File: src/sv/fst_pkg.sv
// shared constants, codes and the chain item type of the flow statistics table
`timescale 1ns / 1ps
package fst_pkg;

   localparam int FlowEntries = 16;
   localparam int NodeIdBits  = 8;

   localparam int ActionBits  = 2;
   localparam int NodeBits    = 8;
   localparam int DelayBits   = 16;
   localparam int StatusBits  = 3;
   localparam int CountBits   = 32;
   localparam int TotalBits   = 48;

   typedef enum logic [ActionBits-1:0] {
      ACT_ADD     = 2'd0,
      ACT_CREATED = 2'd1,
      ACT_ARRIVED = 2'd2
   } action_type;

   typedef enum logic [StatusBits-1:0] {
      ST_UPDATED = 3'd0,
      ST_UNKNOWN = 3'd1,
      ST_ADDED   = 3'd2,
      ST_PRESENT = 3'd3,
      ST_FULL    = 3'd4
   } status_type;

   // one event as it walks along the row of cells
   typedef struct packed {
      logic                  valid;
      logic [ActionBits-1:0] action;
      logic [NodeIdBits-1:0] src_node;
      logic [NodeIdBits-1:0] dest_node;
      logic [DelayBits-1:0]  delay;
      logic                  done;
      status_type            status;
      logic [CountBits-1:0]  attempted_count;
      logic [CountBits-1:0]  arrived_count;
      logic [TotalBits-1:0]  delay_total;
   } item_type;

endpackage

File: src/sv/fst_cell.sv
// one table entry plus the stage register that hands the item to the next entry
`timescale 1ns / 1ps
module fst_cell (
   input  logic              clock,
   input  logic              reset,
   input  logic              advance,
   input  fst_pkg::item_type up_item,
   output fst_pkg::item_type down_item
);
   import fst_pkg::*;

   logic                  entry_valid_ff, entry_valid_in;
   logic [NodeIdBits-1:0] entry_src_ff, entry_src_in;
   logic [NodeIdBits-1:0] entry_dst_ff, entry_dst_in;
   logic [CountBits-1:0]  entry_att_ff, entry_att_in;
   logic [CountBits-1:0]  entry_arr_ff, entry_arr_in;
   logic [TotalBits-1:0]  entry_dly_ff, entry_dly_in;
   item_type              item_ff, item_in;
   logic                  key_match;
   logic [CountBits-1:0]  att_sat, arr_sat;
   logic [TotalBits:0]    dly_sum;
   logic [TotalBits-1:0]  dly_sat;

   assign key_match = entry_valid_ff && (entry_src_ff == up_item.src_node)
                      && (entry_dst_ff == up_item.dest_node);

   assign att_sat = (entry_att_ff == '1) ? entry_att_ff : entry_att_ff + 1'b1;
   assign arr_sat = (entry_arr_ff == '1) ? entry_arr_ff : entry_arr_ff + 1'b1;
   assign dly_sum = {1'b0, entry_dly_ff} + (TotalBits + 1)'(up_item.delay);
   assign dly_sat = dly_sum[TotalBits] ? '1 : dly_sum[TotalBits-1:0];

   always_comb begin
      entry_valid_in = entry_valid_ff;
      entry_src_in   = entry_src_ff;
      entry_dst_in   = entry_dst_ff;
      entry_att_in   = entry_att_ff;
      entry_arr_in   = entry_arr_ff;
      entry_dly_in   = entry_dly_ff;
      item_in        = up_item;
      if (up_item.valid && !up_item.done) begin
         if (key_match) begin
            unique case (up_item.action)
               ACT_ADD: begin
                  item_in.done            = 1'b1;
                  item_in.status          = ST_PRESENT;
                  item_in.attempted_count = entry_att_ff;
                  item_in.arrived_count   = entry_arr_ff;
                  item_in.delay_total     = entry_dly_ff;
               end
               ACT_CREATED: begin
                  entry_att_in            = att_sat;
                  item_in.done            = 1'b1;
                  item_in.status          = ST_UPDATED;
                  item_in.attempted_count = att_sat;
                  item_in.arrived_count   = entry_arr_ff;
                  item_in.delay_total     = entry_dly_ff;
               end
               ACT_ARRIVED: begin
                  entry_arr_in            = arr_sat;
                  entry_dly_in            = dly_sat;
                  item_in.done            = 1'b1;
                  item_in.status          = ST_UPDATED;
                  item_in.attempted_count = entry_att_ff;
                  item_in.arrived_count   = arr_sat;
                  item_in.delay_total     = dly_sat;
               end
               default: begin
                  // unused action code passes through and ends as unknown
               end
            endcase
         end else if (!entry_valid_ff && up_item.action == ACT_ADD) begin
            // entries fill from the low end, so no match can lie further on
            entry_valid_in          = 1'b1;
            entry_src_in            = up_item.src_node;
            entry_dst_in            = up_item.dest_node;
            entry_att_in            = '0;
            entry_arr_in            = '0;
            entry_dly_in            = '0;
            item_in.done            = 1'b1;
            item_in.status          = ST_ADDED;
            item_in.attempted_count = '0;
            item_in.arrived_count   = '0;
            item_in.delay_total     = '0;
         end
      end
   end

   always_ff @(posedge clock) begin
      if (reset) begin
         entry_valid_ff <= 1'b0;
         item_ff.valid  <= 1'b0;
      end else if (advance) begin
         entry_valid_ff <= entry_valid_in;
         item_ff.valid  <= item_in.valid;
      end
      if (advance) begin
         entry_src_ff            <= entry_src_in;
         entry_dst_ff            <= entry_dst_in;
         entry_att_ff            <= entry_att_in;
         entry_arr_ff            <= entry_arr_in;
         entry_dly_ff            <= entry_dly_in;
         item_ff.action          <= item_in.action;
         item_ff.src_node        <= item_in.src_node;
         item_ff.dest_node       <= item_in.dest_node;
         item_ff.delay           <= item_in.delay;
         item_ff.done            <= item_in.done;
         item_ff.status          <= item_in.status;
         item_ff.attempted_count <= item_in.attempted_count;
         item_ff.arrived_count   <= item_in.arrived_count;
         item_ff.delay_total     <= item_in.delay_total;
      end
   end

   assign down_item = item_ff;

endmodule

File: config.mk
export PLATFORM = sky130hd
export DESIGN_NAME = fst_cell
export DESIGN_NICKNAME = d
export VERILOG_FILES = /design/src/sv/fst_pkg.sv /design/src/sv/fst_cell.sv
export SDC_FILE = /design/constraint.sdc
export NUM_CORES = 1
export LEC_CHECK = 0
export BUFFER_PORTS_ARGS = -buffer_cell sky130_fd_sc_hd__buf_2
export CORE_UTILIZATION = 45
export DETAILED_ROUTE_END_ITERATION = 10
export PLACE_DENSITY = 0.67
export SYNTH_ARGS = -nofsm -noshare
export SYNTH_HDL_FRONTEND = slang
export SYNTH_SLANG_ARGS = --single-unit
export TNS_END_PERCENT = 10
File: constraint.sdc
create_clock -name clock -period 13.3 [get_ports clock]
set_input_delay 1.33 -clock clock [delete_from_list [all_inputs] [get_ports clock]]
set_output_delay 1.33 -clock clock [all_outputs]
set_load 0.005 [all_outputs]
# Yosys cells after proc, flatten, opt, wreduce, memory -nomap -nowiden

Cells that the tools add are included.

Output and inout bits: 151
Memories: 0
Latch bits: 0
Register bits: 280
Memory bits (writable): 0
ROM bits: 0

Shift operators: 0
$add $sub $neg: 3
$mul: 0
Eq/ne operators: 8
Div/mod/pow operators: 0
Reduce and logical (&&, ||, !) cells: 11
Bitwise operators: 1
$lt $le $gt $ge: 0
Muxes and demuxes: 15

Operator list:

| operator              | count |
|---|---|
| $mux 116              | 3 |
| $pmux 116 s3          | 1 |
| $mux 32               | 7 |
| $mux 48               | 4 |
| $add 32x1->32 const B | 2 |
| $eq 32x32->1 const B  | 2 |
| $add 48x16->49        | 1 |
| $eq 8x8->1            | 2 |
| $reduce_and 4->1      | 3 |
| $logic_and 1x1->1     | 4 |
| $ne 2x1->1 const B    | 2 |
| $eq 2x1->1 const B    | 1 |
| $eq 2x2->1 const B    | 1 |
| $logic_not 1->1       | 2 |
| $logic_not 2->1       | 1 |
| $reduce_bool 2->1     | 1 |
| $not 1->1             | 1 |

# Longest topological paths before layout

Word-level depth: 5
Depth in mapped cells: 12

# Least setup slack after synthesis

Ideal clock, no wire load.

Path kind: input-to-reg
From: input port up_item[138] in the netlist's numbering
To: register entry_arr_ff[0] (enable)
Setup slack: 6.179 ns
Setup time: 0.566 ns
Path buffers: 0
Stages on the path: 7
Arrival: 6.555 ns
Data required time: 12.734 ns
Path through: xnor2_1 -> nand4_1 -> nor4_1 -> nand3_1 -> a21oi_2 -> nand2_1 -> a31oi_1

Longest elaborated chain between the ends: 4
Elaborated cells between the ends (all ways): 5

RTL lines:

| item                                                             | RTL line        | source |
|---|---|---|
| from (decl)                                                      | fst_cell.sv:7   | `input fst_pkg::item_type up_item,` |
| $eq 8x8->1 *                                                     | fst_cell.sv:25  | `&& (entry_dst_ff == up_item.dest_node);` |
| $logic_and 1x1->1 *                                              | fst_cell.sv:25  |  |
| $ne 2x1->1 (no line) / $reduce_bool 2->1 (equally long branches) | --              |  |
| $reduce_and 4->1 (no line) *                                     | --              |  |
| to (signal assigned)                                             | fst_cell.sv:100 | `entry_arr_ff <= entry_arr_in;` |
| to (decl)                                                        | fst_cell.sv:16  | `logic [CountBits-1:0] entry_arr_ff, entry_arr_in;` |

Every way passes the cells marked *; elsewhere a longest branch is shown, timed or not.
A chain may end at the register's enable or synchronous reset.

# Worst setup path after layout

From: input port up_item[144] in the netlist's numbering
To: register entry_att_ff[7] (enable)

Longest elaborated chain between the ends: 5
Elaborated cells between the ends (all ways): 6

RTL lines:

| item                                                             | RTL line       | source |
|---|---|---|
| $eq 8x8->1 *                                                     | fst_cell.sv:24 | `assign key_match = entry_valid_ff && (entry_src_ff == up_item.src_node)` |
| $logic_and 1x1->1 *                                              | fst_cell.sv:24 |  |
| $logic_and 1x1->1 *                                              | fst_cell.sv:25 |  |
| $ne 2x1->1 (no line) / $reduce_bool 2->1 (equally long branches) | --             |  |
| $reduce_and 4->1 (no line) *                                     | --             |  |
| to (signal assigned)                                             | fst_cell.sv:99 | `entry_att_ff <= entry_att_in;` |
| to (decl)                                                        | fst_cell.sv:15 | `logic [CountBits-1:0] entry_att_ff, entry_att_in;` |

Marks and branches as above.

==> tab_implementation.tex <==
\begin{tabular}{lr}
\hline
Metric & Value \\
\hline
\multicolumn{2}{l}{\textbf{Run status}} \\
Run status & finished, final reports clean \\
\multicolumn{2}{l}{\textbf{CTS}} \\
Sinks on the clock net & between 200 and 300 \\
Clock tree from TritonCTS & built \\
Reg clk slew, reported paths & 0.06 ns \\
Worst-skew pair later-pin latency & between 0.5 and 0.6 ns \\
Num CTS Buffers & 30 \\
Maximum buffer depth of the clock tree & 3 \\
Hold-fix buffers at CTS & 0 \\
Deepest level of the CTS H-tree & 1 \\
Root cell of the clock tree & sky130\_fd\_sc\_hd\_\_clkbuf\_16 \\
\# Post-CTS Setup Buffers & 0 \\
PostCTS Resize Cnt & 0 \\
\multicolumn{2}{l}{\textbf{Synth}} \\
Area of the mapped netlist & 15500 um2 \\
Instance count of the mapped netlist & 1499 \\
Per-instance average area after synthesis & 10.3 um2 \\
Mapped Nets & 1672 \\
Share of flip-flops with an asynchronous set or reset & 0\% \\
Part of the Yosys area used for sequential elements & 54.2\% \\
Number of library cell types mapped by synthesis & 83 \\
Synthesis Warnings & 0 \\
Number of enable-type register cells in the synthesized netlist & 278 \\
Register bit total from synthesis & 280 \\
Commonest register cell after synthesis & sky130\_fd\_sc\_hd\_\_edfxtp\_1 \\
\multicolumn{2}{l}{\textbf{Critical path}} \\
Classification of the worst setup path & in2reg \\
Data arrival time of the critical path & 4.45 ns \\
Worst reg-to-reg setup slack & 9.53 ns \\
Worst reg2reg path startpoint & entry\_src\_ff[4]\$\_DFFE\_PP\_ \\
CP endpoint kind & register \\
Cells along the critical path & buf\_2 > xnor2\_1 > nand4\_1 > nor4\_1 > nand3\_4 > a21oi\_2 > nand2\_1 > a31oi\_4 \\
Largest incremental delay on the critical path & 0.91 ns \\
Number of cells traversed by the worst register-to-register path & 7 \\
Worst r2r dst & entry\_att\_ff[7]\$\_SDFFCE\_PN0P\_ \\
Worst path slowest cell & sky130\_fd\_sc\_hd\_\_a31oi\_4 \\
Required time at the endpoint of the critical path & 13.48 ns \\
Critical Path Source Type & input port \\
Worst-path fanout max & 32 \\
\multicolumn{2}{l}{\textbf{Finish}} \\
Number of nets at the end of the flow & 1938 \\
Area growth syn-to-layout & 19.6\% \\
Post-route standard cell area excluding fillers & 18500 um2 \\
Final-layout fill cell count & 3029 \\
Share of layout cells above drive strength 1 & roughly a quarter \\
Post-layout instance count excluding filler cells & $\sim$2200 \\
\multicolumn{2}{l}{\textbf{Route}} \\
Wire length after detailed routing & 45600 um \\
Post-detailed-route wirelength per cell & 20.3 um \\
First-iteration detailed-routing DRC count & 1210 \\
DRC errors left & 0 \\
Post-route ant nets & 0 \\
Count of TritonRoute iterations in the first routing pass & 7 \\
Total vias in the final route & 13206 \\
Average via count per standard cell & 5.89 \\
\multicolumn{2}{l}{\textbf{Global route}} \\
Remaining global-route overflow & 0 \\
Global-route wire length before repair & approximately 70000 um \\
Vias in the first global route & roughly 13000 \\
GRT Resource Usage Total & 25.4\% \\
Number of antenna violations at the first check in global routing & 5 \\
Pin count of the biggest net entering global routing & 90 \\
\multicolumn{2}{l}{\textbf{Timing}} \\
Final worst path period need & roughly 4.3 ns \\
Worst slew margin relative to its limit & 22.7\% \\
Max Clock Skew & 0.0131 ns \\
Top achievable clock speed & roughly 0.23 GHz \\
Setup TNS & 0 ns \\
Final number of max-transition violations & 0 \\
Final Cycle Share & 32.1\% \\
Setup violations, final & 0 \\
Worst Tran Pin Value & 1.15 ns \\
Hold violation count in the final report & 0 \\
Setup repair after global routing missed its margin & false \\
\multicolumn{2}{l}{\textbf{Place}} \\
GP Congestion & 0.918 \\
Number of placed instances, taps included & 2181 \\
Count of buffers inserted at the top-level ports & 304 \\
HPWL reported at the end of detailed placement & 31400 um \\
Standard cell area after detailed placement & 17400 um2 \\
\multicolumn{2}{l}{\textbf{Floorplanning}} \\
Area inside the core boundary & 33700 um2 \\
DIE HEIGHT & 187 um \\
Horizontal die dimension & 187 um \\
Floorplan die area & around 35000 um2 \\
Count of boundary I/O pins & 305 \\
\# rows & 67 \\
Starting Density & between 40\% and 50\% \\
\multicolumn{2}{l}{\textbf{Worst hold path}} \\
Hold Path Depth & 2 \\
Type of the worst min-delay path & reg2reg \\
Endpoint of the worst hold path & down\_item[150]\$\_SDFFE\_PP0P\_ \\
Startpoint of the tightest hold check path & down\_item[150]\$\_SDFFE\_PP0P\_ \\
\multicolumn{2}{l}{\textbf{Power and ir drop}} \\
Total power density per cell area & 115 nW/um2 \\
Total leakage power & 0.00686 uW \\
Max rail drop VDD & between 0.1 and 0.15 mV \\
\multicolumn{2}{l}{\textbf{Flow run}} \\
Number of max-cap violations & 0 \\
\hline
\end{tabular}
cells in the final DEF (no fill, tap or decap), types with 11 or more instances in the layout:
master and count:
sky130_fd_sc_hd__buf_2 303, sky130_fd_sc_hd__edfxtp_1 278, sky130_fd_sc_hd__nor2_1 200, sky130_fd_sc_hd__nand2_1 147
sky130_fd_sc_hd__o21ai_0 119, sky130_fd_sc_hd__a21oi_1 80, sky130_fd_sc_hd__xnor2_1 68, sky130_fd_sc_hd__nand3_1 64
sky130_fd_sc_hd__a22oi_1 47, sky130_fd_sc_hd__xor2_1 41, sky130_fd_sc_hd__nand4_1 32, sky130_fd_sc_hd__nor3_1 31
sky130_fd_sc_hd__clkbuf_16 31, sky130_fd_sc_hd__a21o_1 23, sky130_fd_sc_hd__and3_1 21, sky130_fd_sc_hd__buf_4 21
sky130_fd_sc_hd__ha_1 18, sky130_fd_sc_hd__nor4_1 17, sky130_fd_sc_hd__inv_1 14, sky130_fd_sc_hd__or3_1 12
sky130_fd_sc_hd__and2_1 11
worst max path at each step:
stage                                                end          from  slack [ns]  depth (start not counted)
after CTS                 entry_att_ff[25]$_SDFFCE_PN0P_  up_item[144]        9.01                          8
final                      entry_att_ff[7]$_SDFFCE_PN0P_  up_item[144]        9.03                          8
after detailed placement   entry_att_ff[7]$_SDFFCE_PN0P_  up_item[145]        8.40                          8
after global placement     entry_att_ff[9]$_SDFFCE_PN0P_  up_item[146]        8.50                          8
after global routing       entry_att_ff[7]$_SDFFCE_PN0P_  up_item[138]        8.74                          8
after floorplan            entry_arr_ff[0]$_SDFFCE_PN0P_  up_item[138]        6.18                          7
synth_stat cells, types with 10 or more instances:
| library cell | count | share of area, % |
|---|---|---|
| sky130_fd_sc_hd__a21o_1 | 23 | 1.1 |
| sky130_fd_sc_hd__a21oi_1 | 80 | 2.6 |
| sky130_fd_sc_hd__a22oi_1 | 47 | 2.3 |
| sky130_fd_sc_hd__a31oi_1 | 10 | 0.40 |
| sky130_fd_sc_hd__and2_1 | 11 | 0.44 |
| sky130_fd_sc_hd__and3_1 | 21 | 0.85 |
| sky130_fd_sc_hd__and4_1 | 10 | 0.57 |
| sky130_fd_sc_hd__buf_2 | 14 | 0.45 |
| sky130_fd_sc_hd__clkbuf_1 | 68 | 1.7 |
| sky130_fd_sc_hd__edfxtp_1 | 278 | 54 |
| sky130_fd_sc_hd__ha_1 | 18 | 1.5 |
| sky130_fd_sc_hd__inv_1 | 14 | 0.34 |
| sky130_fd_sc_hd__nand2_1 | 147 | 3.6 |
| sky130_fd_sc_hd__nand3_1 | 65 | 2.1 |
| sky130_fd_sc_hd__nand4_1 | 32 | 1.3 |
| sky130_fd_sc_hd__nor2_1 | 203 | 4.9 |
| sky130_fd_sc_hd__nor3_1 | 31 | 1.0 |
| sky130_fd_sc_hd__nor4_1 | 18 | 0.73 |
| sky130_fd_sc_hd__o21ai_0 | 119 | 3.9 |
| sky130_fd_sc_hd__o21ai_1 | 10 | 0.32 |
| sky130_fd_sc_hd__or3_1 | 12 | 0.49 |
| sky130_fd_sc_hd__xnor2_1 | 68 | 3.9 |
| sky130_fd_sc_hd__xor2_1 | 41 | 2.3 |
worst max-delay path, delay by kind of cell:
family	cells	cell delay, ns
AOI/OAI and AO/OA	2	1.36
xor gates and xnor gates	1	0.19
buffers and inverters	1	0.12
and+or+nand+nor	4	1.42
power breakdown:
group | internal [uW] | switching, uW
Clock | 561 | 358
Combinational | 75.1 | 99.5
Sequential | 1010 | 16.6
Total | 1650 | 474
state kept, by name, indices dropped and copies added (netlist names):
name / flops
entry_src_ff: 8
entry_att_ff: 32
entry_dly_ff: 48
entry_valid_ff: 1
down_item: 151
entry_dst_ff: 8
entry_arr_ff: 32
layer usage:
layer	wire (um)	part of all wire, %	global-route usage (%)	up-vias
met2	20900	46	39.8	622
li1	-	-	-	6166
met1	19400	43	35.1	6349
met5	13	0.029	0	-
met4	1240	2.7	8.76	2
met3	4010	8.8	5.03	67
area by class of cell:
| cell class | count | area, um2 | area share, % |
|---|---|---|---|
| clock inverter | 21 | 293 | 1.58 |
| clock buffer | 35 | 791 | 4.28 |
| sequential | 280 | 8390 | 45.4 |
| multi-input combinational | 1113 | 6710 | 36.3 |
| timing repair buffer | 325 | 1690 | 9.11 |
| antenna | 4 | 10.0 | 0.0541 |
| tap | 448 | 561 | 3.03 |
| inverter | 15 | 56.3 | 0.304 |
kinds of logic after synthesis:
logic type,synth area share [%]
compound gates,16.3
xor+xnor,6.17
fa+ha+maj,1.59
buf+inv,2.82
flops,54.2
mux,0.396
simple gates,18.5
through the flow:
step | hold WS, ns | total power (uW) | setup WS (ns) | utilization [%]
2_1_floorplan | 0.485 | 1120 | 6.18 | -
3_3_place_gp | 0.477 | 1220 | 8.50 | 51.6
3_5_place_dp | 0.483 | 1220 | 8.40 | 51.6
4_1_cts | 0.498 | 2140 | 9.01 | 54.8
5_1_grt | 0.525 | 2190 | 8.74 | 54.9
6_report | 0.498 | 2120 | 9.03 | 54.9
Note: power is estimated with default switching activity, not from simulation.
